<file path="config.mk">
export PLATFORM = sky130hd
export DESIGN_NAME = mwm_back
export DESIGN_NICKNAME = d
export VERILOG_FILES = /design/src/rtl/core/mecanum_wheel_mixer_macros.svh /design/src/rtl/core/mwm_pkg.sv /design/src/rtl/core/mwm_back.sv
export SDC_FILE = /design/constraint.sdc
export NUM_CORES = 2
export LEC_CHECK = 0
export BUFFER_PORTS_ARGS = -buffer_cell sky130_fd_sc_hd__buf_2
export CAP_MARGIN = 15
export CELL_PAD_IN_SITES_DETAIL_PLACEMENT = 1
export CELL_PAD_IN_SITES_GLOBAL_PLACEMENT = 2
export CORE_MARGIN = 4
export CORE_UTILIZATION = 25
export CTS_CLUSTER_SIZE = 24
export DETAILED_ROUTE_END_ITERATION = 10
export PLACE_DENSITY_LB_ADDON = 0.1
export SYNTH_ARGS = -nofsm -noshare
export SYNTH_HDL_FRONTEND = slang
export SYNTH_SLANG_ARGS = --single-unit
</file>
<file path="constraint.sdc">
create_clock -name clk_i -period 160 [get_ports clk_i]
set_clock_uncertainty 0.2 [all_clocks]
set_input_delay 24 -clock clk_i [delete_from_list [all_inputs] [get_ports clk_i]]
set_output_delay 24 -clock clk_i [all_outputs]
set_load 0.005 [all_outputs]
</file>
<file path="src/rtl/core/mecanum_wheel_mixer_macros.svh">
// Assertion helpers for the wheel mixer. Clock and reset names are those of the top level.
`ifndef MECANUM_WHEEL_MIXER_MACROS_SVH
`define MECANUM_WHEEL_MIXER_MACROS_SVH

// Same-cycle implication, checked out of reset
`define MWM_ASSERT_IMP(name, ante, cons) \
  name: assert property (@(posedge clk_i) disable iff (!rst_ni) (ante) |-> (cons)) \
    else $error("mecanum_wheel_mixer: check failed");

// Next-cycle implication, checked out of reset
`define MWM_ASSERT_NXT(name, ante, cons) \
  name: assert property (@(posedge clk_i) disable iff (!rst_ni) (ante) |=> (cons)) \
    else $error("mecanum_wheel_mixer: check failed");

`endif

</file>
<file path="src/rtl/core/mwm_pkg.sv">
`default_nettype none

package mwm_pkg;

  localparam int VelW      = 16;
  localparam int SumW      = VelW + 2;   // three-way sum at full precision
  localparam int MagW      = SumW - 1;   // magnitude of a wheel sum
  localparam int FsW       = 12;
  localparam int ProdW     = MagW + FsW; // magnitude times full scale
  localparam int QuotW     = FsW;        // scaled wheel never exceeds full scale
  localparam int NumWheels = 4;

  localparam int WheelFl = 0;
  localparam int WheelFr = 1;
  localparam int WheelRl = 2;
  localparam int WheelRr = 3;

  localparam int QueueDepthDef = 4;

  localparam logic [FsW-1:0] FullScaleReset = 12'd1000;

  localparam logic [1:0] PinsBrake = 2'd0;
  localparam logic [1:0] PinsFwd   = 2'd1;
  localparam logic [1:0] PinsRev   = 2'd2;

  // one wheel as it leaves the front
  typedef struct packed {
    logic [ProdW-1:0] prod;
    logic [QuotW-1:0] mag_lo;
    logic             neg;
  } wheel_t;

  // one queued command
  typedef struct packed {
    wheel_t [NumWheels-1:0] wheel;
    logic [MagW-1:0]        max_mag;
    logic                   norm;
  } entry_t;

  // one divider lane: partial remainder, dividend bits shifting out / quotient bits in
  typedef struct packed {
    logic [MagW-1:0]  rem;
    logic [QuotW-1:0] dq;
    logic [QuotW-1:0] mag_lo;
    logic             neg;
  } lane_t;

  typedef struct packed {
    lane_t [NumWheels-1:0] lane;
    logic [MagW-1:0]       divisor;
    logic                  norm;
  } divst_t;

  function automatic lane_t lane_init(wheel_t w);
    lane_t l;
    l.rem    = w.prod[ProdW-1:QuotW];
    l.dq     = w.prod[QuotW-1:0];
    l.mag_lo = w.mag_lo;
    l.neg    = w.neg;
    return l;
  endfunction

  // one restoring step: bring down a dividend bit, subtract if it fits
  function automatic lane_t div_step(lane_t l, logic [MagW-1:0] d);
    lane_t       r;
    logic [MagW:0] t;
    logic [MagW:0] diff;
    r    = l;
    t    = {l.rem, l.dq[QuotW-1]};
    diff = t - {1'b0, d};
    if (t >= {1'b0, d}) begin
      r.rem = diff[MagW-1:0];
      r.dq  = {l.dq[QuotW-2:0], 1'b1};
    end else begin
      r.rem = t[MagW-1:0];
      r.dq  = {l.dq[QuotW-2:0], 1'b0};
    end
    return r;
  endfunction

endpackage

`default_nettype wire

</file>
<file path="src/rtl/core/mwm_back.sv">
`default_nettype none

module mwm_back
  import mwm_pkg::*;
(
  input  wire logic                        clk_i,
  input  wire logic                        rst_ni,
  input  wire logic                        head_valid_i,
  input  wire entry_t                      head_i,
  output logic                             pop_o,
  output logic                             out_valid_o,
  input  wire logic                        out_ready_i,
  output logic [NumWheels-1:0][QuotW-1:0]  duty_o,
  output logic [NumWheels-1:0][1:0]        pins_o
);

  localparam int Stages = QuotW;  // one quotient bit per stage

  divst_t              st_d [Stages];
  divst_t              st_q [Stages];
  logic [Stages-1:0]   vld_q;
  logic                en;
  logic                out_valid_q;
  logic [NumWheels-1:0][QuotW-1:0] duty_d, duty_q;
  logic [NumWheels-1:0][1:0]       pins_d, pins_q;
  logic [QuotW-1:0]    spd [NumWheels];

  // whole back end moves together; the output register frees when taken
  assign en    = !out_valid_q | out_ready_i;
  assign pop_o = head_valid_i & en;

  always_comb begin
    st_d[0].divisor = head_i.max_mag;
    st_d[0].norm    = head_i.norm;
    for (int i = 0; i < NumWheels; i++) begin
      st_d[0].lane[i] = div_step(lane_init(head_i.wheel[i]), head_i.max_mag);
    end
    for (int k = 1; k < Stages; k++) begin
      st_d[k] = st_q[k-1];
      for (int i = 0; i < NumWheels; i++) begin
        st_d[k].lane[i] = div_step(st_q[k-1].lane[i], st_q[k-1].divisor);
      end
    end
  end

  // quotient when scaled, plain magnitude otherwise
  always_comb begin
    for (int i = 0; i < NumWheels; i++) begin
      spd[i] = st_q[Stages-1].norm ? st_q[Stages-1].lane[i].dq
                                   : st_q[Stages-1].lane[i].mag_lo;
      duty_d[i] = spd[i];
      if (spd[i] == '0) begin
        pins_d[i] = PinsBrake;
      end else if (st_q[Stages-1].lane[i].neg) begin
        pins_d[i] = PinsRev;
      end else begin
        pins_d[i] = PinsFwd;
      end
    end
  end

  always_ff @(posedge clk_i or negedge rst_ni) begin
    if (!rst_ni) begin
      vld_q       <= '0;
      out_valid_q <= 1'b0;
    end else if (en) begin
      vld_q       <= {vld_q[Stages-2:0], head_valid_i};
      out_valid_q <= vld_q[Stages-1];
    end
  end

  always_ff @(posedge clk_i) begin
    if (en) begin
      for (int k = 0; k < Stages; k++) st_q[k] <= st_d[k];
      duty_q <= duty_d;
      pins_q <= pins_d;
    end
  end

  assign out_valid_o = out_valid_q;
  assign duty_o      = duty_q;
  assign pins_o      = pins_q;

endmodule

`default_nettype wire
</file>
== Word-level counts from Yosys, hierarchy flattened ==
Memories as Yosys holds them, arrays and structs flattened.
Index checks and enable logic that the tools add are counted.
W data, S select, Z words.

* Bitwise logic cells: 2
* $add $sub $neg: 48
* Mux-type cells: 58
* Order comparisons: 48
* Reductions and logical operators: 5

{| class="wikitable"
|+ Operators by type and width
! kind !! count
|-
| $mux W29 || 48
|-
| $ge A18 B17 Y1 || 48
|-
| $sub A17 B17 Y17 || 48
|-
| $logic_not A12 Y1 || 4
|-
| $mux W12 || 4
|-
| $mux W2 || 4
|-
| $mux W1 || 2
|-
| $and A1 B1 Y1 || 1
|-
| $logic_not A1 Y1 || 1
|-
| $or A1 B1 Y1 || 1
|}

* Bits in writable memories: 2232
* Flip-flop bits (word level): 69
* Memories: 1
* Logic and storage cells: 172

{| class="wikitable"
|+ Memories
! name !! depth !! width !! rd ports !! clocked after Yosys merged registers in !! wr ports !! line !! RTL
|-
| st_q || 12 || 186 || 12 || 0 || 12 || mwm_back.sv:20 || <nowiki>divst_t st_q [Stages];</nowiki>
|}

== Longest topological paths before layout ==
* Depth in word-level cells: 4
* Depth in mapped cells: 15
* Depth with buffers taken out: 13

== Least setup slack after synthesis ==
OpenSTA, ideal clock, no wires.

* Path kind: input to output
* Start point: input port out_ready_i
* End point: output port pop_o
* Stages: 4
* Arrival time: 87.764 ns
* Path slack: 48.036 ns
* Cells stage by stage: nand2b_1 clkbuf_1 clkbuf_1 and2_1

* Word-level cells in the longest chain between the ends: 2

{| class="wikitable"
|+ Ends and longest elaborated chain
! item !! line !! RTL
|-
| from (decl) || mwm_back.sv:12 || <nowiki>input wire logic out_ready_i,</nowiki>
|-
| $or A1 B1 Y1 || mwm_back.sv:29 || <nowiki>assign en = !out_valid_q | out_ready_i;</nowiki>
|-
| $and A1 B1 Y1 || mwm_back.sv:30 || <nowiki>assign pop_o = head_valid_i & en;</nowiki>
|-
| to (decl) || mwm_back.sv:10 || <nowiki>output logic pop_o,</nowiki>
|}

Every way passes these cells.

== Final worst setup path ==
Same ends and word-level chain as after synthesis.

==> flow_metrics.py <==
metrics = {
    "status": {
        "run_status": "complete, no violations",
    },
    "grt": {
        "grt_pass1_vias": 73500,
        "gr-max-usage-layer": "met2",
        "grt_usage_pct": 15.0,
        "use_met3_pct": 1.51,
        "gr-total-overflow": 0,
        "gr-usage-met1_pct": 17.9,
        "grtUsageMet2_pct": 28.2,
        "grt_max_degree": 165,
        "grt_pass1_wl_um": 506000,
        "antenna_found_initial": 35,
    },
    "worst_setup_path": {
        "end_kind": "primary output",
        "worstPathArrival_ns": 24.99,
        "setup.worst_path.start_class": "input port",
        "crit_type": "input port to primary output",
        "crit_top_cell": "buf_2",
        "reg2reg_to": "st_q[8][167]",
        "critPathMaxFanout": 52,
        "critical_path_required_ns": 135.80,
        "slowest_delay_ns": 0.43,
        "crit_path_end": "pop_o",
        "regToRegSetupSlack_ns": 154.30,
        "crit_start": "out_ready_i",
        "path_cells": "buf_2, nand2b_4, and2_1, buf_2",
        "r2r-start": "out_valid_o",
        "cp_slowest_cell": "nand2b_4",
        "reg2regPathDepth": 6,
    },
    "min_path": {
        "hp-start": "st_q[2][65]",
        "hp-class": "flop to flop",
    },
    "floorplanning": {
        "die-area_mm2": 0.456,
        "fp.dieH_um": 675,
        "die_x_um": 675,
        "coreArea_mm2": 0.443,
        "rows": 244,
        "num_io_pins": 248,
        "initial_core_util_pct": 25.1,
    },
    "yosys": {
        "synth_seq_cells": 2216,
        "yosysMostFrequentCell": "edfxtp_1",
        "yosysUniqueCellTypes": 91,
        "syn-num-nets": 9466,
        "ys_top_cells_by_count": "2,203 x edfxtp_1, 816 x ha_1, 678 x a21oi_1, 558 x nor2_1, 475 x inv_1",
        "ys_top_cells_by_area": "edfxtp_1 59%, ha_1 9.2%, mux2_2 4.5%, a21oi_1 3.0%, xnor2_1 2.7%",
        "synth_edf_count": 2203,
        "ys_async_sr_fraction_pct": 0.587,
        "synthDominantCellAreaShare_pct": 59.5,
        "syn_area_mm2": 0.111,
        "yosysTopAreaCell": "edfxtp_1",
        "ys.flop_type": "edfxtp_1",
        "synthCells": 8416,
        "synth_warnings": 0,
        "avgSynthCellArea_um2": 13.2,
        "yosysSeqAreaShare_pct": 59.7,
    },
    "cells_and_area": {
        "area_growth_pct": 15.6,
        "nets": 9955,
        "drive_gt1_share_pct": 13.7,
        "layout.cells.non_filler": 15000,
    },
    "routing": {
        "drc": 0,
        "via_per_inst": 4.55,
        "wl_um": 349000,
        "drtIter0Drc": 3497,
        "postRouteAntennaNets": 0,
        "firstDrtPassIters": 7,
        "routedWlPerCell_um": 23.3,
        "num_vias": 68400,
    },
    "cts": {
        "postCtsHoldBufs": 0,
        "cts-root-buf": "clkbuf_16",
        "cts_buffer_depth": 4,
        "cts_made_buffers": 275,
        "path_clk_slew_ns": 0.06,
        "cts_tree": "built",
        "cts_resized": 0,
        "cts_sinks": 2216,
        "htree_num_levels": 5,
        "clock_latency_ns": 0.91,
        "cts_setup_buffers": 0,
    },
    "timing": {
        "period_needed_ns": 49.19,
        "tns_ns": 0,
        "final-hold-violation-count": 0,
        "max_freq_mhz": 20.3,
        "rsz0062_at_grt": "false",
        "setup_viol": 0,
        "worst_pin_slew_ns": 1.14,
        "timing.final.crit_share_pct": 30.7,
        "finalMaxSlewViolations": 0,
        "relSlewSlack_pct": 24.0,
    },
    "place": {
        "place_inst": 14500,
        "port_buffers": 247,
        "hpwlAfterDp_um": 276000,
        "gp_congestion": 0.812,
    },
    "job": {
        "maxCapViolations": 0,
    },
}
[routing by layer]
layer / wire, um / vias to the layer above
li1: - / 33000
met1: 146000 / 34200
met2: 185000 / 745
met3: 7060 / 465
met4: 10700 / 6
met5: 38 / -
[cell usage in the layout (no fill, tap or decap), types with 18 or more instances in the layout]
cell type,netlist,layout
nand2b_1,76,75
clkinv_1,1,66
nand4_1,120,120
xnor2_1,346,346
o21bai_1,123,123
a21oi_1,678,675
mux2i_1,30,30
o22ai_1,21,20
o31ai_1,47,46
o211ai_1,34,34
nor2_1,558,558
a311oi_1,19,19
buf_2,19,247
a31oi_1,65,65
fa_1,44,44
o41ai_1,18,18
a211oi_1,91,90
nor4_1,22,21
nand2_1,363,362
or3_1,47,47
inv_1,475,475
clkbuf_16,0,279
edfxtp_1,2203,2203
xor2_1,232,232
nand3_1,97,97
nor3_1,123,123
ha_1,816,816
a211o_1,24,24
o21ai_0,377,377
or2_2,26,26
clkbuf_1,72,59
a21o_1,294,294
buf_4,4,74
mux2_2,448,448
and3_1,38,38
nor2b_1,106,106
o31a_1,25,25
o21a_1,69,69
clkinv_2,0,30
[worst max-delay path, delay by kind of cell]
| kind | cells | cell delay, ns |
|---|---|---|
| buffers and inverters | 2 | 0.21 |
| AND/OR/NAND/NOR | 2 | 0.77 |
[cell families (layout without fill, tap and decap cells)]
family,after synthesis,in the layout,synth area share [%]
simple gates,1641,1641,7.01
fa+ha+maj,860,860,9.97
mux,492,492,4.99
buf+inv,590,1284,2.07
other cells,0,9,0
compound gates,2039,2039,11.7
xor+xnor,578,578,4.55
flops,2216,2216,59.7
[cell type report]
type	count	area [um^2]
Fill cell	47600	314000
Sequential cell	2216	66500
Multi-Input combinational cell	5610	42600
Tap cell	5904	7390
Clock buffer	338	7200
Timing Repair Buffer	325	1870
Inverter	477	1790
Clock inverter	144	1300
Antenna cell	9	22.5
[stage by stage]
step	cell area (um^2)	utilization [%]	setup slack, ns	hold slack, ns
global route	129000	29.1	110.72	0.188
CTS	129000	29.1	110.77	0.173
floorplan	111000	-	48.04	0.200
detailed placement	120000	27.1	110.77	0.205
global placement	120000	27.1	110.74	0.200
finish	129000	29.1	110.81	0.183
[state kept, by name, indices dropped and copies added, names as in the netlist]
name,count
st_q,2147
duty_o,48
vld_q,12
pins_o,8
out_valid_o,1
[worst min-delay path by stage]
| stage | depth (start not counted) | slack, ns | endpoint |
|---|---|---|---|
| floorplan | 0 | 0.20 | st_q[10][0] |
| global placement | 0 | 0.20 | st_q[11][60] |
| detailed placement | 0 | 0.21 | st_q[10][154] |
| CTS | 0 | 0.17 | st_q[3][65] |
| global route | 0 | 0.19 | st_q[4][107] |
| finish | 0 | 0.18 | st_q[3][65] |
Power is left out: the tool's default activity adds up to more than one toggle a clock period on the data nets, which glitch-free logic cannot reach.
