**config.mk**
```make
export PLATFORM = sky130hd
export DESIGN_NAME = mwm_front
export DESIGN_NICKNAME = d
export VERILOG_FILES = /design/src/rtl/core/mecanum_wheel_mixer_macros.svh /design/src/rtl/core/mwm_pkg.sv /design/src/rtl/core/mwm_front.sv
export SDC_FILE = /design/constraint.sdc
export NUM_CORES = 2
export LEC_CHECK = 0
export BUFFER_PORTS_ARGS = -buffer_cell sky130_fd_sc_hd__buf_2
export CAP_MARGIN = 0
export CORE_UTILIZATION = 30
export DETAILED_ROUTE_END_ITERATION = 8
export GPL_TIMING_DRIVEN = 0
export PLACE_DENSITY = 0.45
export REMOVE_ABC_BUFFERS = 1
export SYNTH_ARGS = -nofsm -noshare
export SYNTH_HDL_FRONTEND = slang
export SYNTH_SLANG_ARGS = --single-unit
```
**constraint.sdc**
```tcl
create_clock -name clk_i -period 9.1 [get_ports clk_i]
set_input_delay 0.91 -clock clk_i [delete_from_list [all_inputs] [get_ports clk_i]]
set_output_delay 0.91 -clock clk_i [all_outputs]
set_load 0.01 [all_outputs]
```
**src/rtl/core/mecanum_wheel_mixer_macros.svh**
```systemverilog
// Assertion helpers for the wheel mixer. Clock and reset names are those of the top level.
`ifndef MECANUM_WHEEL_MIXER_MACROS_SVH
`define MECANUM_WHEEL_MIXER_MACROS_SVH

// Same-cycle implication, checked out of reset
`define MWM_ASSERT_IMP(name, ante, cons) \
  name: assert property (@(posedge clk_i) disable iff (!rst_ni) (ante) |-> (cons)) \
    else $error("mecanum_wheel_mixer: check failed");

// Next-cycle implication, checked out of reset
`define MWM_ASSERT_NXT(name, ante, cons) \
  name: assert property (@(posedge clk_i) disable iff (!rst_ni) (ante) |=> (cons)) \
    else $error("mecanum_wheel_mixer: check failed");

`endif

```
**src/rtl/core/mwm_pkg.sv**
```systemverilog
`default_nettype none

package mwm_pkg;

  localparam int VelW      = 16;
  localparam int SumW      = VelW + 2;   // three-way sum at full precision
  localparam int MagW      = SumW - 1;   // magnitude of a wheel sum
  localparam int FsW       = 12;
  localparam int ProdW     = MagW + FsW; // magnitude times full scale
  localparam int QuotW     = FsW;        // scaled wheel never exceeds full scale
  localparam int NumWheels = 4;

  localparam int WheelFl = 0;
  localparam int WheelFr = 1;
  localparam int WheelRl = 2;
  localparam int WheelRr = 3;

  localparam int QueueDepthDef = 4;

  localparam logic [FsW-1:0] FullScaleReset = 12'd1000;

  localparam logic [1:0] PinsBrake = 2'd0;
  localparam logic [1:0] PinsFwd   = 2'd1;
  localparam logic [1:0] PinsRev   = 2'd2;

  // one wheel as it leaves the front
  typedef struct packed {
    logic [ProdW-1:0] prod;
    logic [QuotW-1:0] mag_lo;
    logic             neg;
  } wheel_t;

  // one queued command
  typedef struct packed {
    wheel_t [NumWheels-1:0] wheel;
    logic [MagW-1:0]        max_mag;
    logic                   norm;
  } entry_t;

  // one divider lane: partial remainder, dividend bits shifting out / quotient bits in
  typedef struct packed {
    logic [MagW-1:0]  rem;
    logic [QuotW-1:0] dq;
    logic [QuotW-1:0] mag_lo;
    logic             neg;
  } lane_t;

  typedef struct packed {
    lane_t [NumWheels-1:0] lane;
    logic [MagW-1:0]       divisor;
    logic                  norm;
  } divst_t;

  function automatic lane_t lane_init(wheel_t w);
    lane_t l;
    l.rem    = w.prod[ProdW-1:QuotW];
    l.dq     = w.prod[QuotW-1:0];
    l.mag_lo = w.mag_lo;
    l.neg    = w.neg;
    return l;
  endfunction

  // one restoring step: bring down a dividend bit, subtract if it fits
  function automatic lane_t div_step(lane_t l, logic [MagW-1:0] d);
    lane_t       r;
    logic [MagW:0] t;
    logic [MagW:0] diff;
    r    = l;
    t    = {l.rem, l.dq[QuotW-1]};
    diff = t - {1'b0, d};
    if (t >= {1'b0, d}) begin
      r.rem = diff[MagW-1:0];
      r.dq  = {l.dq[QuotW-2:0], 1'b1};
    end else begin
      r.rem = t[MagW-1:0];
      r.dq  = {l.dq[QuotW-2:0], 1'b0};
    end
    return r;
  endfunction

endpackage

`default_nettype wire

```
**src/rtl/core/mwm_front.sv**
```systemverilog
`default_nettype none

module mwm_front
  import mwm_pkg::*;
#(
  parameter int QueueDepth = QueueDepthDef
) (
  input  wire logic                   clk_i,
  input  wire logic                   rst_ni,
  input  wire logic                   in_valid_i,
  output logic                        in_ready_o,
  input  wire logic signed [VelW-1:0] vel_forward_i,
  input  wire logic signed [VelW-1:0] vel_sideways_i,
  input  wire logic signed [VelW-1:0] vel_rotate_i,
  input  wire logic [FsW-1:0]         full_scale_i,
  input  wire logic                   pop_i,
  output logic                        push_o,
  output entry_t                      entry_o
);

  localparam int CntW = $clog2(QueueDepth + 1);

  // beats accepted and not yet popped from the queue; bounds queue use
  logic [CntW-1:0] cnt_q, cnt_d;
  logic            accept;

  logic signed [SumW-1:0] f, s, r;
  logic signed [SumW-1:0] sum_d [NumWheels];
  logic signed [SumW-1:0] sum_q [NumWheels];
  logic                   va_q, vb_q;

  logic [MagW-1:0] mag [NumWheels];
  logic [SumW-1:0] absv [NumWheels];
  logic [MagW-1:0] m01, m23, mx;
  entry_t          entry_d, entry_q;

  assign in_ready_o = (cnt_q < CntW'(QueueDepth));
  assign accept     = in_valid_i & in_ready_o;
  assign cnt_d      = cnt_q + CntW'(accept) - CntW'(pop_i);

  assign f = {{(SumW-VelW){vel_forward_i[VelW-1]}}, vel_forward_i};
  assign s = {{(SumW-VelW){vel_sideways_i[VelW-1]}}, vel_sideways_i};
  assign r = {{(SumW-VelW){vel_rotate_i[VelW-1]}}, vel_rotate_i};

  always_comb begin
    sum_d[WheelFl] = f - s - r;
    sum_d[WheelFr] = f + s + r;
    sum_d[WheelRl] = f + s - r;
    sum_d[WheelRr] = f - s + r;
  end

  // stage B: magnitudes, scaled products, largest magnitude
  always_comb begin
    for (int i = 0; i < NumWheels; i++) begin
      absv[i] = sum_q[i][SumW-1] ? (-sum_q[i]) : sum_q[i];
      mag[i]  = absv[i][MagW-1:0];
      entry_d.wheel[i].prod   = ProdW'(mag[i]) * ProdW'(full_scale_i);
      entry_d.wheel[i].mag_lo = mag[i][QuotW-1:0];
      entry_d.wheel[i].neg    = sum_q[i][SumW-1];
    end
    m01 = (mag[0] > mag[1]) ? mag[0] : mag[1];
    m23 = (mag[2] > mag[3]) ? mag[2] : mag[3];
    mx  = (m01 > m23) ? m01 : m23;
    entry_d.max_mag = mx;
    entry_d.norm    = (mx > MagW'(full_scale_i));
  end

  always_ff @(posedge clk_i or negedge rst_ni) begin
    if (!rst_ni) begin
      cnt_q <= '0;
      va_q  <= 1'b0;
      vb_q  <= 1'b0;
    end else begin
      cnt_q <= cnt_d;
      va_q  <= accept;
      vb_q  <= va_q;
    end
  end

  always_ff @(posedge clk_i) begin
    if (accept) begin
      for (int i = 0; i < NumWheels; i++) sum_q[i] <= sum_d[i];
    end
    if (va_q) begin
      entry_q <= entry_d;
    end
  end

  assign push_o  = vb_q;
  assign entry_o = entry_q;

endmodule

`default_nettype wire

```
# After elaboration in Yosys (flattened, before gate mapping)
# Memories as Yosys holds them, arrays and structs flattened.
# Cells that the tools add are included.
[word_totals]
reg_bits = 191
latchBits = 0
ram_bits = 72
mem_bits_ro = 0
input_bits = 64
wordCells = 49
memories = 1
[classes]
addsub = 12
n_mul = 4
div = 0
n_lt_le_gt_ge = 5
n_eq_ne = 0
n_shift = 0
n_mux = 9
bitwise_logic = 1
reduce_logical = 0
[memory_table]
columns = ["memory", "words", "width", "rd", "rd_clocked_by_memory_dff", "write_ports", "line", "text"]
rows = [
  ["sum_q", 4, 18, 4, 0, 4, "mwm_front.sv:29", "logic signed [SumW-1:0] sum_q [NumWheels];"],
]
[op_table]
columns = ["cell", "count"]
rows = [
  ["$mux 17", 7],
  ["$mul 17x12->29", 4],
  ["$neg 17->17", 4],
  ["$gt 17x17->1", 3],
  ["$add 17x16->18", 2],
  ["$sub 17x16->18", 2],
  ["$add 16x16->17", 1],
  ["$gt 17x12->1", 1],
  ["$sub 16x16->17", 1],
  ["$add 3x1->3", 1],
  ["$lt 3x3->1 const B", 1],
  ["$sub 3x1->3", 1],
  ["$mux 1", 2],
  ["$and 1x1->1", 1],
]

# Longest topological paths before layout
# An unclocked memory read counts as a cell.
[depth]
word_depth = 8
ltp_mapped = 42
depth_no_buf = 36

# Worst setup path before layout
# No wires, ideal clock.
[synth_path]
kind = "flip-flop to flip-flop"
start = "memory sum_q[1][0] (netlist bit)"
end = "register entry_q (netlist bit entry_o[0]), data pin"
t_arrival_ns = 7.730
path_slack_ns = 1.093
stages_incl_launch_ff = 39
path_buffers = 6
cell_sequence = "edfxtp_1 clkbuf_1 inv_1 clkbuf_1 ha_1 or3b_2 or3_1 o31ai_1 xnor2_1 inv_1 ha_1 and4_1 nand3_1 a21oi_1 o41ai_1 a21oi_1 clkbuf_1 clkbuf_1 [... 3 more ...] nor2_1 o21ai_0 a31o_2 nor2_1 clkbuf_1 clkbuf_1 nand2_1 o21ai_0 ha_1 nor2b_1 o21a_1 o21a_1 o21a_1 o21a_1 o21ai_0 nand4b_1 a21oi_2 nand4b_1"
[synth_rtl]
columns = ["item", "line", "text"]
rows = [
  ["start: declaration", "mwm_front.sv:29", ""],
  ["end signal: assignment", "mwm_front.sv:85", "entry_q <= entry_d;"],
  ["end: declaration", "mwm_front.sv:35", "entry_t entry_d, entry_q;"],
]

==> key figures <==
Route
  • Antenna-violating nets left: 0
  • DRC: 0
  • Routed length per placed instance: about 19 um
  • Routed vias/inst: between 4 and 5
  • Violation count after the first detailed-routing iteration: around 1900
  • Final WL: 118.8 mm
  • Detailed Routing Iterations Pass 1: 5
  • Vias: 29690

Clock tree
  • Clock Sinks: 257
  • Root Buffer: clkbuf_16
  • Clock slew at reported path FFs: 0.06 ns
  • CTS tree: done
  • H-Tree Depth: 2
  • Num CTS Buffers: 38
  • Worst skew pair latency: approximately 0.60 ns
  • Bufs on Longest Clock Path: 3

Global route
  • Vias in the first global route: approximately 30000
  • GRT Total Usage: 17.73%
  • First-pass GRT wire length: 182.8 mm
  • Largest net degree at the start of global routing: around 70
  • Initial antenna violation count: 13
  • Total congestion overflow: 0

Placed design
  • DP HPWL: between 90 and 100 mm
  • Routability cong.: 0.8317
  • Port buffer count: 251

Synthesis
  • #FFs+latches synth: 257
  • Post-Synthesis Cells: approximately 4300
  • Main flop type after synthesis: edfxtp_1
  • Sequential element share of the synthesized area: about 19%
  • Top cell type's share of synthesized area: between 30% and 40%
  • Warnings from Yosys: 0
  • Library cells used by synthesis: between 70 and 80
  • Post-Syn Area per Cell: 9.373 um^2
  • Biggest area consumer among synthesized cells: fa_1
  • FFs w/ async S/R, synth: under 10%
  • Number of synthesized flops with an enable pin: 252
  • Syn Std Cell Area: about 40000 um^2
  • Top cells by area, synth: fa_1 (30%), edfxtp_1 (19%), ha_1 (14%)

STA
  • Max-slew violation count: 0
  • Tmin final: 8.745 ns
  • Max_slew headroom: a little under an eighth
  • RSZ-0062 raised after global routing: false
  • Tightest Pin Transition: ~1.3 ns
  • Fin. Hold Viols: 0
  • Fmax achieved: 0.1143 GHz
  • Final Cycle Share: around 96%
  • Final setup fails: 0
  • Final Skew: ~0.023 ns

Floorplanning
  • Die height: about 370 um
  • I/O pins: roughly 250
  • Rows: roughly 130
  • Die ar.: approximately 130000 um^2
  • Starting density of the core: 30.34%
  • Core box area: 131800 um^2
  • Die X: roughly 370 um

Setup path
  • Critical Path Most Common Cell: o21a_1
  • Slowest-stage cell, CP: or4_1
  • CP arrival: between 9 and 10 ns
  • Crit path capture type: register
  • CP required: about 9.4 ns
  • Crit path max fanout: 15
  • Cells on worst reg2reg path: 33
  • CP peak stage delay: approximately 0.56 ns
  • Worst Setup Start Kind: register
  • Kind of critical path: reg -> reg

Finish
  • Share of cells above drive strength 1: a little over a tenth
  • FILL cells: roughly 14000
  • Area delta synth->final: 13.41%
  • Post-Route Utilization: between 30% and 40%
  • Nets@finish: between 5000 and 6000

Job
  • Max-Cap Viols: 0

Hold path
  • Worst Hold Class: in -> async

Run status
  • Status: finished clean
## synth_stat cells, types with 6 or more instances
library cell	number
inv_1	767
nand2_1	670
fa_1	607
ha_1	437
edfxtp_1	252
nor2_1	248
xnor2_1	193
clkbuf_1	174
a21oi_1	162
and2_1	101
o21ai_0	88
a21o_1	44
nor3_1	39
xor2_1	39
o31ai_1	35
nor2b_1	34
o21a_1	34
nand3_1	33
nand2b_1	28
o21bai_1	25
or3_1	24
mux2i_1	17
a211oi_1	14
and3_1	12
nand4_1	12
mux2_2	11
o41ai_1	11
a31oi_1	10
a21boi_0	9
nor4_1	9
or2_2	9
o21ai_1	8
or4_1	8
o211ai_1	6
## state kept, by name, indices dropped and copies added, names as in the netlist
signal	cells
va_q	1
push_o	1
sum_q	70
cnt_q	3
entry_o	182
## final timing paths
path                                             end                   from  slack (ns)
worst max register to register  entry_o[0]$_DFFE_PP_  sum_q[1][0]$_DFFE_PP_        0.35
worst min-delay path                push_o$_DFF_PN0_                 rst_ni        0.11
max in group asynchronous             va_q$_DFF_PN0_                 rst_ni        8.84
worst max-delay path            entry_o[0]$_DFFE_PP_  sum_q[1][0]$_DFFE_PP_        0.35
worst min register to register    cnt_q[2]$_DFF_PN0_     cnt_q[2]$_DFF_PN0_        0.48
min in group clk_i                cnt_q[2]$_DFF_PN0_     cnt_q[2]$_DFF_PN0_        0.48
## cell type report
cell class | count | area (um^2) | area share, %
Timing Repair Buffer | 301 | 2076 | 4.577
Clock inverter | 28 | 312.8 | 0.6898
Sequential cell | 257 | 7696 | 16.97
Antenna cell | 1 | 2.502 | 0.005518
Inverter | 769 | 2893 | 6.379
Clock buffer | 40 | 958.4 | 2.113
Tap cell | 1755 | 2196 | 4.842
Multi-Input combinational cell | 3060 | 29210 | 64.42
## placed cells by master (no fill, tap or decap), types with 13 or more instances in the layout
| cell | synthesis | final |
|---|---|---|
| clkbuf_16 | 0 | 38 |
| buf_2 | 2 | 243 |
| inv_1 | 767 | 763 |
| fa_1 | 607 | 607 |
| o21bai_1 | 25 | 24 |
| nand3_1 | 33 | 33 |
| buf_8 | 0 | 31 |
| and2_1 | 101 | 101 |
| a21oi_1 | 162 | 161 |
| a21o_1 | 44 | 44 |
| xnor2_1 | 193 | 140 |
| xnor2_2 | 0 | 53 |
| mux2i_1 | 17 | 17 |
| nor3_1 | 39 | 39 |
| nor2b_1 | 34 | 34 |
| o21ai_1 | 8 | 13 |
| nand2b_1 | 28 | 28 |
| o31ai_1 | 35 | 35 |
| a211oi_1 | 14 | 13 |
| xor2_1 | 39 | 35 |
| edfxtp_1 | 252 | 252 |
| o21a_1 | 34 | 34 |
| nand2_1 | 670 | 670 |
| or3_1 | 24 | 24 |
| buf_4 | 4 | 13 |
| ha_1 | 437 | 437 |
| nor2_1 | 248 | 247 |
| o21ai_0 | 88 | 82 |
## metrics by stage
step / TNS, ns / hold WS [ns] / cells / worst slack, ns / cell area [um^2]
floorplan: 0 / 0.4455 / 4084 / 0.6018 / 39290
global placement: -27.74 / 0.4652 / 6090 / -2.979 / 42740
detailed placement: -1.533 / 0.4697 / 6136 / -1.487 / 43930
CTS: 0 / 0.06416 / 6208 / 0.06802 / 45270
global route: 0 / 0.08712 / 6211 / 0.02269 / 45350
finish: 0 / 0.1130 / 6211 / 0.3547 / 45350
## layer usage
| layer | vias to the layer above | GRT usage, % | routed length, um |
|---|---|---|---|
| met3 | 126 | 2.504 | 6068 |
| met5 | - | 0 | 76 |
| met1 | 15030 | 25.18 | 56100 |
| met4 | 12 | 4.215 | 2699 |
| li1 | 13850 | - | - |
| met2 | 677 | 28.34 | 53840 |
## worst max-delay path: cells and delay by family, from the launching register on
kind / cells / cell delay (ns)
AO/OA/AOI/OAI: 16 / 3.52
XOR/XNOR: 1 / 0.54
adder cells (fa/ha/maj): 3 / 1.01
buffers and inverters: 3 / 0.74
flip-flops: 1 / 0.35
multiplexers: 1 / 0.41
AND/OR/NAND/NOR: 9 / 1.84
## what timing repair did
action | CTS | global route
buffers inserted | 4 | 0
gates resized for setup | 9 | 12
setup endpoints to repair | 9 | 1
hold buffers | 0 | 0
pin swaps | 0 | 2
cloned | 0 | 2
## kinds of logic (layout without fill, tap and decap cells)
logic type / after synthesis / count (layout) / synth area share (%)
xor gates and xnor gates: 232 / 232 / 5.082
and+or+nand+nor: 1245 / 1246 / 13.65
muxes: 30 / 30 / 0.8260
adders and majority gates: 1044 / 1044 / 44.06
buffers and inverters: 951 / 1138 / 8.971
AOI/OAI and AO/OA: 507 / 508 / 8.173
other: 0 / 1 / 0
DFF: 257 / 257 / 19.24
Power is left out: the tool's default activity adds up to more than one toggle a clock period on the data nets, which glitch-free logic cannot reach.
