<file path="src/rtl/core/mecanum_wheel_mixer_macros.svh">
// Assertion helpers for the wheel mixer. Clock and reset names are those of the top level.
`ifndef MECANUM_WHEEL_MIXER_MACROS_SVH
`define MECANUM_WHEEL_MIXER_MACROS_SVH

// Same-cycle implication, checked out of reset
`define MWM_ASSERT_IMP(name, ante, cons) \
  name: assert property (@(posedge clk_i) disable iff (!rst_ni) (ante) |-> (cons)) \
    else $error("mecanum_wheel_mixer: check failed");

// Next-cycle implication, checked out of reset
`define MWM_ASSERT_NXT(name, ante, cons) \
  name: assert property (@(posedge clk_i) disable iff (!rst_ni) (ante) |=> (cons)) \
    else $error("mecanum_wheel_mixer: check failed");

`endif

</file>
<file path="src/rtl/core/mwm_pkg.sv">
`default_nettype none

package mwm_pkg;

  localparam int VelW      = 16;
  localparam int SumW      = VelW + 2;   // three-way sum at full precision
  localparam int MagW      = SumW - 1;   // magnitude of a wheel sum
  localparam int FsW       = 12;
  localparam int ProdW     = MagW + FsW; // magnitude times full scale
  localparam int QuotW     = FsW;        // scaled wheel never exceeds full scale
  localparam int NumWheels = 4;

  localparam int WheelFl = 0;
  localparam int WheelFr = 1;
  localparam int WheelRl = 2;
  localparam int WheelRr = 3;

  localparam int QueueDepthDef = 4;

  localparam logic [FsW-1:0] FullScaleReset = 12'd1000;

  localparam logic [1:0] PinsBrake = 2'd0;
  localparam logic [1:0] PinsFwd   = 2'd1;
  localparam logic [1:0] PinsRev   = 2'd2;

  // one wheel as it leaves the front
  typedef struct packed {
    logic [ProdW-1:0] prod;
    logic [QuotW-1:0] mag_lo;
    logic             neg;
  } wheel_t;

  // one queued command
  typedef struct packed {
    wheel_t [NumWheels-1:0] wheel;
    logic [MagW-1:0]        max_mag;
    logic                   norm;
  } entry_t;

  // one divider lane: partial remainder, dividend bits shifting out / quotient bits in
  typedef struct packed {
    logic [MagW-1:0]  rem;
    logic [QuotW-1:0] dq;
    logic [QuotW-1:0] mag_lo;
    logic             neg;
  } lane_t;

  typedef struct packed {
    lane_t [NumWheels-1:0] lane;
    logic [MagW-1:0]       divisor;
    logic                  norm;
  } divst_t;

  function automatic lane_t lane_init(wheel_t w);
    lane_t l;
    l.rem    = w.prod[ProdW-1:QuotW];
    l.dq     = w.prod[QuotW-1:0];
    l.mag_lo = w.mag_lo;
    l.neg    = w.neg;
    return l;
  endfunction

  // one restoring step: bring down a dividend bit, subtract if it fits
  function automatic lane_t div_step(lane_t l, logic [MagW-1:0] d);
    lane_t       r;
    logic [MagW:0] t;
    logic [MagW:0] diff;
    r    = l;
    t    = {l.rem, l.dq[QuotW-1]};
    diff = t - {1'b0, d};
    if (t >= {1'b0, d}) begin
      r.rem = diff[MagW-1:0];
      r.dq  = {l.dq[QuotW-2:0], 1'b1};
    end else begin
      r.rem = t[MagW-1:0];
      r.dq  = {l.dq[QuotW-2:0], 1'b0};
    end
    return r;
  endfunction

endpackage

`default_nettype wire

</file>
<file path="src/rtl/core/mwm_queue.sv">
`default_nettype none

module mwm_queue
  import mwm_pkg::*;
#(
  parameter int Depth = QueueDepthDef
) (
  input  wire logic   clk_i,
  input  wire logic   rst_ni,
  input  wire logic   push_i,
  input  wire entry_t entry_i,
  input  wire logic   pop_i,
  output logic        avail_o,
  output entry_t      head_o
);

  localparam int PtrW = $clog2(Depth);
  localparam int CntW = $clog2(Depth + 1);

  entry_t          slot_q [Depth];
  logic [PtrW-1:0] wr_ptr_q, rd_ptr_q;
  logic [CntW-1:0] cnt_q;

  function automatic logic [PtrW-1:0] ptr_next(logic [PtrW-1:0] p);
    return (p == PtrW'(Depth - 1)) ? '0 : p + 1'b1;
  endfunction

  // room is guaranteed by the front's credit count
  always_ff @(posedge clk_i or negedge rst_ni) begin
    if (!rst_ni) begin
      wr_ptr_q <= '0;
      rd_ptr_q <= '0;
      cnt_q    <= '0;
    end else begin
      if (push_i) wr_ptr_q <= ptr_next(wr_ptr_q);
      if (pop_i)  rd_ptr_q <= ptr_next(rd_ptr_q);
      cnt_q <= cnt_q + CntW'(push_i) - CntW'(pop_i);
    end
  end

  always_ff @(posedge clk_i) begin
    if (push_i) slot_q[wr_ptr_q] <= entry_i;
  end

  assign avail_o = (cnt_q != '0);
  assign head_o  = slot_q[rd_ptr_q];

endmodule

`default_nettype wire

</file>
<file path="config.mk">
export PLATFORM = sky130hd
export DESIGN_NAME = mwm_queue
export DESIGN_NICKNAME = d
export VERILOG_FILES = /design/src/rtl/core/mecanum_wheel_mixer_macros.svh /design/src/rtl/core/mwm_pkg.sv /design/src/rtl/core/mwm_queue.sv
export SDC_FILE = /design/constraint.sdc
export NUM_CORES = 1
export LEC_CHECK = 0
export ABC_AREA = 1
export BUFFER_PORTS_ARGS = -buffer_cell sky130_fd_sc_hd__buf_4
export CAP_MARGIN = 10
export CELL_PAD_IN_SITES_DETAIL_PLACEMENT = 1
export CELL_PAD_IN_SITES_GLOBAL_PLACEMENT = 2
export CORE_MARGIN = 8
export CORE_UTILIZATION = 38
export DETAILED_ROUTE_END_ITERATION = 7
export PLACE_DENSITY_LB_ADDON = 0.1
export SYNTH_ARGS = -nofsm -noshare
export SYNTH_HDL_FRONTEND = slang
export SYNTH_SLANG_ARGS = --single-unit
</file>
<file path="constraint.sdc">
create_clock -name clk_i -period 5.4 [get_ports clk_i]
set_input_delay 1.08 -clock clk_i [delete_from_list [all_inputs] [get_ports clk_i]]
set_output_delay 1.08 -clock clk_i [all_outputs]
set_load 0.03 [all_outputs]
</file>
Word-level counts from Yosys, hierarchy flattened
Memory sizes are Yosys's and may differ from the RTL's.
Index checks and enable logic that the tools add are counted.
Cells by class
  add/subtract/negate cells: 4
  equal/unequal tests: 2
  muxes and demuxes: 4
  reduce and logical (&&, ||, !) cells: 1
Operator list (count)
  adder 2 x 1 -> 2 bit, second input constant: 2
  equality test 2 bit, second input constant: 2
  two-way mux 2 bit: 2
  adder 3 x 1 -> 3 bit: 1
  nonzero test 3 bit: 1
  subtractor 3 x 1 -> 3 bit: 1
  two-way mux 1 bit: 2
Word-level totals
  bits in registers: 7
  memory bits (writable): 744
  input port bits: 190
  output and inout bits: 187
  logic and storage cells: 15
  memories kept: 1
Memories
  slot_q: depth 4, width 186, rd ports 1, clocked after memory_dff 0, wr ports 1, RTL line mwm_queue.sv:20  | entry_t slot_q [Depth];

Logic depth before layout (Yosys ltp)
Gate-level depths: netlist of the first run.
  depth in word-level cells: 2
  gate-level depth with buffers: 9
  depth with buffers taken out: 9

Least setup slack after synthesis of the first run
No wires, ideal clock.
  path type: input to register
  start point: input port push_i
  end point: memory slot_q[3][0] (netlist bit) (enable)
  setup time: 538 ps
  data arrival time: 4699 ps
  required time: 4862 ps
  slack: 163 ps
  stages: 2
  buffers on the path: 0
  cells stage by stage: nand2_1 > inv_1
Between the ends
  longest elaborated chain between the ends: 2
Ends and longest elaborated chain
  start, declared: RTL line mwm_queue.sv:10  | input wire logic push_i,
  two-way mux 1 bit: RTL line mwm_queue.sv:42  | if (push_i) slot_q[wr_ptr_q] <= entry_i;
  two-way mux 1 bit (implied by the code): RTL line mwm_queue.sv:42
  end, declared: RTL line mwm_queue.sv:20
No other way between the ends.

==> flow_summary.rst, run 1 <==
.. list-table::
   :header-rows: 1

   * - Metric
     - Value
   * - TritonCTS clock tree
     - done
   * - Fin nets
     - between 3000 and 4000
   * - Total placed instance area
     - around 36000 µm²
   * - Crit path cell chain
     - clkinv_8, buf_12, nand2_1, nand3_1, nand2_1, buf_4
   * - Ports
     - approximately 380
   * - Via-per-instance ratio
     - around 4.6
   * - CP Buf/Inv Count
     - 3
   * - Row count
     - around 110
   * - Clock H-tree levels
     - 3
   * - Number of buffers added to fix hold violations after cts
     - 0
   * - CTS resizes
     - 0
   * - Peak clock frequency supported by timing
     - approximately 220 MHz
   * - Main flop type after synthesis
     - edfxtp_1
   * - Run status
     - complete, no violations
   * - Worst path max stage delay
     - ~1100 ps
   * - Number of optimization iterations in the first detailed-route pass
     - 5
   * - Largest net degree at the start of global routing
     - ~200
   * - Synth Net Count
     - 3163
   * - Die Area
     - between 90000 and 100000 µm²
   * - Instance count of the mapped netlist
     - about 3000
   * - Leakage power summed over all cells
     - 0.01747 µW
   * - Max-slew headroom at the worst pin
     - about 15%
   * - Combined area of all synthesized cells
     - 32130 µm²
   * - Via count of the first global-routing pass
     - about 23000
   * - Core region area
     - about 84000 µm²
   * - Global-route wire length before repair
     - 133000 µm
   * - Crit-path leading delay family
     - flip-flops
   * - CP Max Fanout
     - ~190
   * - Power per unit of standard cell area
     - approximately 560 nW/µm²
   * - Die Y-Extent
     - 306.8 µm
   * - Synthesized flop and latch total
     - ~750
   * - Routed WL
     - 87680 µm
   * - Cell with the most instances after synthesis
     - nand2_1
   * - Total stage count of the critical path
     - 6
   * - Maximum buffer depth of the clock tree
     - 3
   * - Register clock-pin slew on the reported worst setup and hold paths
     - around 50 ps
   * - Per-cell routed wire length
     - 19.31 µm
   * - Sum of negative setup slack
     - 0 ps
   * - Portion of the post-synthesis area used by sequential elements
     - a little over two thirds
   * - Number of antenna violations at the first check in global routing
     - 14
   * - Slew at the pin closest to its max-slew limit
     - approximately 1300 ps
   * - Number of warnings reported in the yosys synthesis log
     - 0
   * - Worst-skew pair later-pin latency
     - 620 ps
   * - # setup viols final
     - 0
   * - Reg-to-reg slack, setup
     - 2890 ps
   * - Number of clock sinks seen by CTS
     - between 700 and 800
   * - Violation count after the first detailed-route iteration
     - 879
   * - Endpoints failing hold
     - 0
   * - Routed vias
     - about 21000
   * - Number of buffers added for setup after CTS
     - 0
   * - Count of flip-flops with a built-in enable after synthesis
     - 744
   * - Peak supply drop
     - around 0.00043 V
   * - Yosys cell types
     - 20
   * - Post-route DRC violation count
     - 0
   * - Total CTS buffers
     - 85
   * - Endpoint arrival time on the critical path
     - between 3000 and 4000 ps
   * - CTS Root Cell
     - clkbuf_16
   * - Required arrival time at the worst endpoint
     - around 4300 ps
   * - Critical Path Sink Type
     - output port
   * - Fraction of final layout cells sized beyond drive strength 1
     - ~18%
   * - Crit path launch type
     - flop
   * - Portion of synthesized cell area occupied by the leading cell type
     - 69.53%
   * - Share of synthesized registers carrying an async set or reset
     - 0.9321%
   * - Starting density of the core
     - 38.40%
   * - Half-perimeter wire length after detailed placement
     - approximately 52000 µm
   * - Sum of overflow across all layers after global routing
     - 0
   * - Mapped Avg Cell Area
     - 10.84 µm²
   * - Growth of design area from synthesis to finish
     - 19.11%
   * - Cell types occupying the most area after synthesis
     - edfxtp_1, nand2_1, inv_1
   * - Number of violations of the max-capacitance limit
     - 0
   * - Final Instance Area
     - approximately 38000 µm²
   * - Number of routed nets with antenna violations
     - 0
   * - Unrepaired setup endpoints after global routing
     - false
   * - Die outline width
     - ~310 µm
   * - Cell with the most instances on the worst path
     - nand2_1
   * - Cell at the slowest stage of the critical path
     - dfrtp_4
   * - Cell taking the most area after synthesis
     - edfxtp_1
   * - Setup CP Type
     - flop to output port
   * - Number of cells on the worst reg-to-reg path
     - 5
   * - I/O Buffers
     - around 380
   * - Post-route clock period utilization
     - between 80% and 90%
   * - Setup Skew
     - approximately 16 ps
   * - Tmin final
     - about 4600 ps
   * - Final weighted congestion of routability-driven global placement
     - roughly 0.72
   * - Fin. max-slew vios
     - 0
   * - Total GRT Usage
     - around 18%
   * - Type of the tightest min-delay check
     - input pin to asynchronous set/reset pin
   * - Commonest cells post-synth
     - nand2_1, inv_1, edfxtp_1
==> report_power, final <==
group	leakage [µW]	internal (µW)	switching, µW
Combinational	0.00931	2440	5990
Clock	0.00125	3090	2260
Sequential	0.00691	7470	329
==> cells in the final DEF (no fill, tap or decap), drive strengths merged <==
cell / n
clkinv: 40
buf: 404
bufinv: 3
clkinvlp: 1
nand3: 374
fa: 1
dfrtp: 7
ha: 7
edfxtp: 744
nand2: 943
clkbuf: 108
o21ai: 4
inv: 760
diode: 8
nor2: 2
==> final timing paths <==
path	startpoint	to
worst max-delay path	rd_ptr_q[0]	head_o[50]
min in group clk_i	cnt_q[2]	cnt_q[2]
worst min-delay path	rst_ni	rd_ptr_q[0]
max in group asynchronous	rst_ni	rd_ptr_q[1]
worst min register to register	cnt_q[2]	cnt_q[2]
worst max register to register	wr_ptr_q[0]	slot_q[0][145]
==> metrics by stage <==
stage | cells | hold WS, ps | utilization (%) | power, µW | worst slack (ps)
global route | 4535 | 241.3 | 45.72 | 22780 | 647.9
CTS | 4532 | 225.9 | 45.71 | 22000 | 862.4
global placement | 4379 | 545.5 | 42.65 | 16400 | 1593
finish | 4540 | 269.5 | 45.73 | 21580 | 784.7
floorplan | 2965 | 524.7 | - | 13470 | 162.9
detailed placement | 4379 | 561.8 | 42.65 | 16590 | 1554
==> cell type report <==
type | instances | area [µm²]
Fill cell | 9018 | 45420
Sequential cell | 751 | 22520
Multi-Input combinational cell | 1331 | 5747
Timing Repair Buffer | 404 | 3108
Inverter | 759 | 2897
Clock buffer | 108 | 2256
Tap cell | 1134 | 1419
Clock inverter | 45 | 301.5
Antenna cell | 8 | 20.02
==> cell families (layout without fill, tap and decap cells) <==
kind of cell             Yosys count  after routing  synth area share, %
flip-flops                       751            751                70.08
AND/OR/NAND/NOR                 1319           1319                17.49
AO/OA/AOI/OAI                      4              4              0.06227
other                              0              8                    0
buffers and inverters            883           1316                12.04
adder cells (fa/ha/maj)            8              8               0.3349
==> flip-flops by register name (all words and copies together), names as in the netlist <==
signal and count:
slot_q 744, rd_ptr_q 2, cnt_q 3, wr_ptr_q 2
==> per-layer routing <==
metal	global-route usage, %	wire length, µm
met5	0	59
met4	5.337	1893
met3	4.474	4689
met2	34.03	46380
met1	20.81	34650
==> worst register-to-register path, stage by stage (launching register included) <==
cell	delay (ps)
dfrtp_1	410
inv_1	120
ha_1	160
nand2_1	120
inv_8	700
buf_4	610
Power figures use the tool's default switching activity.
==> run 2: changes to the inputs <==
CELL_PAD_IN_SITES_DETAIL_PLACEMENT = default   (was 1)
CELL_PAD_IN_SITES_GLOBAL_PLACEMENT = default   (was 2)
CORE_UTILIZATION = 58   (was 38)
PLACE_DENSITY = 0.79   (was default)
PLACE_DENSITY_LB_ADDON = default   (was 0.1)
==> flow_summary.rst, run 2 (synthesis gave the netlist of run 1 again) <==
.. list-table::
   :header-rows: 1

   * - Metric
     - Value
   * - Run status
     - complete, no violations
   * - Cell with the most instances on the worst path
     - buf_4
   * - Required arrival time at the worst endpoint
     - 4320 ps (about the same)
   * - Launching point of the worst reg2reg path
     - wr_ptr_q[0]
   * - Routed WL
     - 74450 µm (-15%)
   * - CP Max Fanout
     - 155 (-17%)
   * - Post-route clock period utilization
     - 79.51% (-6.0 points)
   * - Unrepaired setup endpoints after global routing
     - false
   * - Total GRT Usage
     - 23.00% (+4.6 points)
   * - TritonCTS clock tree
     - done
   * - CTS Root Cell
     - clkbuf_16
   * - Endpoint arrival time on the critical path
     - 3210 ps (-330 ps)
   * - Tmin final
     - 4294 ps (-321.7 ps)
   * - Post-route DRC violation count
     - 0 (unchanged)
   * - Crit path cell chain
     - clkinv_8, buf_4, nand2_2, nand3_1, nand2_1, buf_4
   * - Number of buffers added to fix hold violations after cts
     - 0 (unchanged)
   * - Number of antenna violations at the first check in global routing
     - 10 (-4)
   * - Endpoints failing hold
     - 0 (unchanged)
   * - Power per unit of standard cell area
     - 556.4 nW/µm² (-1.3%)
   * - Maximum buffer depth of the clock tree
     - 3 (unchanged)
   * - Most frequent standard cell in the layout excluding fill and tap cells
     - nand2_1
   * - Register clock-pin slew on the reported worst setup and hold paths
     - 60 ps (about the same)
   * - Fin nets
     - 3513 (-0.48%)
   * - Die Y-Extent
     - 251.4 µm (-18%)
   * - Die Area
     - 63190 µm² (-33%)
   * - Highest-count cells in the layout ignoring fill and taps
     - nand2_1, inv_1, edfxtp_1, buf_4, nand3_1
   * - Via count of the first global-routing pass
     - 21516 (-5.0%)
   * - Max-slew headroom at the worst pin
     - 32.05% (+17 points)
   * - Number of clock sinks seen by CTS
     - 751 (unchanged)
   * - Number of optimization iterations in the first detailed-route pass
     - 5 (unchanged)
   * - Critical Path Sink Type
     - output port
   * - Ports
     - 377 (unchanged)
   * - Setup CP Type
     - flop to output port
   * - Number of violations of the max-capacitance limit
     - 0 (unchanged)
   * - Register with the highest flop count
     - slot_q
   * - Total CTS buffers
     - 76 (-11%)
   * - Routed vias
     - 21072 (+1.2%)
   * - Core region area
     - 54990 µm² (-34%)
   * - Sum of overflow across all layers after global routing
     - 0 (unchanged)
   * - Crit path launch type
     - flop
   * - Number of buffers added for setup after CTS
     - 0 (unchanged)
   * - # setup viols final
     - 0 (unchanged)
   * - Largest registers
     - slot_q: 744 flops, cnt_q: 3 flops
   * - Setup Skew
     - 18.40 ps (+2.405 ps)
   * - Clock H-tree levels
     - 3 (unchanged)
   * - Starting density of the core
     - 58.44% (+20 points)
   * - Row count
     - 86 (-19%)
   * - Final weighted congestion of routability-driven global placement
     - 0.8556 (+18%)
   * - Per-cell routed wire length
     - 18.06 µm (-6.5%)
   * - I/O Buffers
     - 376 (unchanged)
   * - Worst path max stage delay
     - 720 ps (-360 ps)
   * - Slew at the pin closest to its max-slew limit
     - 1019 ps (-252.3 ps)
   * - Cell at the slowest stage of the critical path
     - dfrtp_4
   * - Final Util
     - 68.20% (+22 points)
   * - Number of routed nets with antenna violations
     - 0 (unchanged)
   * - Largest net degree at the start of global routing
     - 189 (-4.1%)
   * - Die outline width
     - 251.4 µm (-18%)
   * - Fin. max-slew vios
     - 0 (unchanged)
   * - Growth of design area from synthesis to finish
     - 16.70%
   * - Fraction of final layout cells sized beyond drive strength 1
     - 17.37% (-0.26 points)
   * - Leakage power summed over all cells
     - 0.01731 µW (-0.90%)
   * - Source of the critical timing path
     - rd_ptr_q[0]
   * - Sum of negative setup slack
     - 0 ps (unchanged)
   * - Half-perimeter wire length after detailed placement
     - 44820 µm (-15%)
   * - Via-per-instance ratio
     - 5.111 (+11%)
   * - Peak clock frequency supported by timing
     - 232.9 MHz (+7.5%)
   * - Violation count after the first detailed-route iteration
     - 1725 (+96%)
   * - Flip-flop count of the largest register after layout
     - 744 (unchanged)
   * - Peak supply drop
     - 0.0005063 V (+17%)
   * - Global-route wire length before repair
     - 114400 µm (-14%)
   * - Type of the tightest min-delay check
     - input pin to asynchronous set/reset pin
   * - Worst-skew pair later-pin latency
     - 600 ps (-20 ps)
   * - CTS resizes
     - 0 (unchanged)
## run 2: changes by cell type in the layout (fill, tap and decap cells not counted), sizes merged
cell and change:
clkinv -6, diode -1, bufinv +1, inv +1, clkbuf -18, buf -8
## run 2: power by group
group | switching (µW) | internal (µW) | total, µW
sequential | 298 | 7470 | 7770
clock | 2120 | 2790 | 4910
combinational | 5780 | 2410 | 8190
total | 8190 | 12700 | 20900
## run 2: through the flow
| step | setup slack (ps) | power (µW) | instances | cell area [µm²] | hold WS, ps |
|---|---|---|---|---|---|
| after floorplan | 162.9 | 13470 | 2965 | 32130 | 524.7 |
| after CTS | 1093 | 21000 | 4116 | 37480 | 253.2 |
| final | 1106 | 20870 | 4123 | 37500 | 288.5 |
| after global placement | 1827 | 15880 | 3985 | 35180 | 538.1 |
| after global routing | 973.5 | 21810 | 4123 | 37500 | 266.6 |
| after detailed placement | 1761 | 16080 | 3985 | 35180 | 573.0 |
## run 2: path summary, 6_finish.rpt
path,to,slack [ps],cells past startpoint
worst max-delay path,head_o[53],1110,6
worst min-delay path,wr_ptr_q[1],290,1
worst max register to register,slot_q[0][116],2960,5
worst min register to register,cnt_q[2],610,3
max in group asynchronous,rd_ptr_q[0],4960,1
min in group clk_i,cnt_q[2],610,3
## run 2: routing by layer
layer  part of all wire (%)  global-route usage [%]  vias to the layer above
li1                       -                       -                     9944
met1                     37                   26.82                    10158
met2                     52                   40.67                      805
met3                    7.1                   4.513                      159
met4                    3.7                   10.96                        6
met5                  0.054                       0                        -
## run 2: cell type report
class / instances / area, µm²
flip-flops and latches: 751 / 22520
fillers: 3785 / 17490
multi-input cells: 1331 / 5747
repair buffers: 396 / 3073
inverters: 759 / 2897
clock buffers: 90 / 1964
well taps: 748 / 935.9
clock inverters: 41 / 339.1
diodes: 7 / 17.52
## run 2: worst max-delay path, delay by kind of cell, from the launching register on
kind                   cells  cell delay (ps)
buffers and inverters      3             1350
DFF                        1              720
and+or+nand+nor            3              350
==> run 3: changes to the inputs <==
CORE_UTILIZATION = 53   (was 58)
PLACE_DENSITY = 0.76   (was 0.79)
clock period = 3.65 ns   (was 5.4 ns; I/O delays follow)
==> flow_summary.rst, run 3 (synthesis gave the netlist of run 1 again) <==
.. list-table::
   :header-rows: 1

   * - Metric
     - Value
   * - CP Max Fanout
     - 110 (-29%)
   * - GRT met3 Usage
     - 3.714% (-0.80 points)
   * - Growth of design area from synthesis to finish
     - 17.95%
   * - Critical Path Sink Type
     - output port
   * - Sum of negative setup slack
     - 0 ps (unchanged)
   * - Leakage power summed over all cells
     - 0.01743 µW (+0.71%)
   * - Worst path max stage delay
     - 800 ps (+80 ps)
   * - Met1 global-route usage
     - 23.48% (-3.3 points)
   * - Die Area
     - 68760 µm² (+8.8%)
   * - Number of buffers added for setup after CTS
     - 0 (unchanged)
   * - Starting density of the core
     - 53.44% (-5.0 points)
   * - Number of routed nets with antenna violations
     - 0 (unchanged)
   * - Met2 layer usage reported by global route
     - 35.47% (-5.2 points)
   * - Endpoints failing hold
     - 0 (unchanged)
   * - I/O Buffers
     - 376 (unchanged)
   * - Flip-flop count of the largest register after layout
     - 744 (unchanged)
   * - Register with the highest flop count
     - slot_q
   * - Number of antenna violations at the first check in global routing
     - 12 (+2)
   * - Crit path launch type
     - flop
   * - Post-route DRC violation count
     - 0 (unchanged)
   * - Via-per-instance ratio
     - 4.873 (-4.6%)
   * - Most frequent standard cell in the layout excluding fill and tap cells
     - nand2_1
   * - Final Util
     - 63.03% (-5.2 points)
   * - Half-perimeter wire length after detailed placement
     - 42160 µm (-5.9%)
   * - Number of clock sinks seen by CTS
     - 751 (unchanged)
   * - Portion of total power attributed to sequential cells
     - 36.7% (-0.5 points)
   * - Largest registers
     - slot_q: 744 flops, cnt_q: 3 flops
   * - Tmin final
     - roughly 3300 ps
   * - Total GRT Usage
     - 20.14% (-2.9 points)
   * - Run status
     - complete, no violations
   * - CTS Root Cell
     - clkbuf_16
   * - Largest net degree at the start of global routing
     - 217 (+15%)
   * - Area occupied by multi-input gates
     - 5814 µm² (+1.2%)
   * - Fin nets
     - 3526 (+0.37%)
   * - Highest-count cells in the layout ignoring fill and taps
     - nand2_1, inv_1, edfxtp_1, buf_4, nand3_1
   * - Fraction of final layout cells sized beyond drive strength 1
     - 18.03% (+0.66 points)
   * - Peak clock frequency supported by timing
     - 301.5 MHz
   * - Routed vias
     - 20380 (-3.3%)
   * - Sum of overflow across all layers after global routing
     - 0 (unchanged)
   * - Worst-skew pair later-pin latency
     - 610 ps (about the same)
   * - Core region area
     - 60130 µm² (+9.4%)
   * - Slew at the pin closest to its max-slew limit
     - 1115 ps (+95.92 ps)
   * - Combinational group share of total power
     - 39.1% (about the same)
   * - Endpoint arrival time on the critical path
     - 2590 ps (-620 ps)
   * - Unrepaired setup endpoints after global routing
     - false
   * - Violation count after the first detailed-route iteration
     - 1408 (-18%)
   * - Post-route clock period utilization
     - between 90 and 100%
   * - TritonCTS clock tree
     - done
   * - Per-cell routed wire length
     - 16.92 µm (-6.3%)
   * - Sequential cell area in the final layout
     - 22520 µm² (unchanged)
   * - Global-route wire length before repair
     - 110200 µm (-3.7%)
   * - Type of the tightest min-delay check
     - input pin to flop
   * - Clock share of power
     - 24.3% (+0.8 points)
   * - Fin. max-slew vios
     - 0 (unchanged)
   * - Total of fill cells in the finished design
     - 4542 (+20%)
   * - Row count
     - 90 (+4.7%)
   * - Setup CP Type
     - flop to output port
   * - Highest-utilization routing layer at the global route stage
     - met2
   * - Number of optimization iterations in the first detailed-route pass
     - 5 (unchanged)
   * - Die outline width
     - 262.2 µm (+4.3%)
   * - Peak supply drop
     - 0.0004745 V (-6.3%)
   * - Switching component of the power
     - 12080 µW (+47%)
   * - Cell at the slowest stage of the critical path
     - dfrtp_4
   * - Switching share of power
     - 38.77% (-0.50 points)
   * - Ports
     - 377 (unchanged)
   * - Maximum buffer depth of the clock tree
     - 3 (unchanged)
   * - Routed WL
     - 70770 µm (-4.9%)
   * - Crit path cell chain
     - buf_12, nand3_1, nand2_1, buf_4
   * - Clock H-tree levels
     - 3 (unchanged)
   * - Max-slew headroom at the worst pin
     - 25.66% (-6.4 points)
   * - Setup Skew
     - 13.90 ps (-4.497 ps)
   * - Die Y-Extent
     - 262.2 µm (+4.3%)
   * - Number of violations of the max-capacitance limit
     - 0 (unchanged)
   * - Total CTS buffers
     - 77 (+1.3%)
   * - # setup viols final
     - 0 (unchanged)
   * - Register clock-pin slew on the reported worst setup and hold paths
     - 60 ps (about the same)
   * - Required arrival time at the worst endpoint
     - 2920 ps (-1400 ps)
   * - Final weighted congestion of routability-driven global placement
     - 0.7881 (-7.9%)
   * - Power per unit of standard cell area
     - 822.2 nW/µm² (+48%)
   * - Int Pwr
     - 19080 µW (+51%)
   * - Via count of the first global-routing pass
     - 20434 (-5.0%)
==> run 3: changes by cell type in the layout (fill, tap and decap cells not counted), moves of 2 or more <==
cell and change:
buf_4 +6, clkinvlp_4 +6, buf_12 +5, clkinv_1 -4
diode_2 +4, inv_8 -4, nand2_1 -4, nand2_8 +4
clkbuf_1 +3, bufinv_16 +2, clkinv_2 +2, inv_16 +2
inv_6 +2
==> run 3: metal layers <==
metal | wire (µm) | part of all wire, %
met2 | 36390 | 51
met3 | 4200 | 5.9
met4 | 2843 | 4.0
met5 | 13 | 0.018
met1 | 27320 | 39
==> run 3: power groups by stage <==
stage | sequential [µW] | clock (µW) | combinational [µW]
6_report | 11400 | 7560 | 12200
5_1_grt | 11500 | 8050 | 13100
4_1_cts | 11400 | 7720 | 12400
3_5_place_dp | 11600 | 0 | 12300
3_3_place_gp | 11600 | 0 | 12200
2_1_floorplan | 11600 | 0 | 8300
==> run 3: what timing repair did <==
action | 4_1_cts | 5_1_grt
hold buffers | 1 | 0
hold endpoints to repair | 7 | 0
resized for setup | 0 | 0
==> run 3: cell type report <==
cell class	count	area share, %
Antenna cell	11	0.07263
Clock buffer	93	5.242
Clock inverter	47	1.212
Inverter	759	7.603
Multi-Input combinational cell	1331	15.34
Sequential cell	751	59.43
Tap cell	782	2.582
Timing Repair Buffer	408	8.517
==> run 3: critical path, delay by kind of cell (launching register included) <==
kind / cells / cell delay, ps
buffers and inverters: 2 / 640
DFF: 1 / 800
and+or+nand+nor: 2 / 370
==> run 3: stage by stage <==
stage	worst slack [ps]	total power (µW)	instance area (µm²)	instances	hold slack [ps]
6_report	333.2	31160	37900	4182	321.4
5_1_grt	202.6	32720	37900	4180	285.6
4_1_cts	266.7	31540	37870	4171	271.3
3_5_place_dp	927.6	23940	35420	4030	559.0
3_3_place_gp	950.0	23750	35420	4030	544.6
2_1_floorplan	-272.3	19890	32210	2965	434.4
==> run 3: path summary, 6_finish.rpt <==
kind / startpoint / endpoint / slack [ps] / cells past startpoint
worst max-delay path: rd_ptr_q[1] / head_o[178] / 330 / 4
worst min-delay path: entry_i[175] / slot_q[1][175] / 320 / 1
worst max register to register: rd_ptr_q[1] / rd_ptr_q[1] / 1450 / 4
worst min register to register: cnt_q[2] / cnt_q[2] / 580 / 3
max in group asynchronous: rst_ni / rd_ptr_q[1] / 2940 / 2
min in group asynchronous: rst_ni / cnt_q[0] / 540 / 2
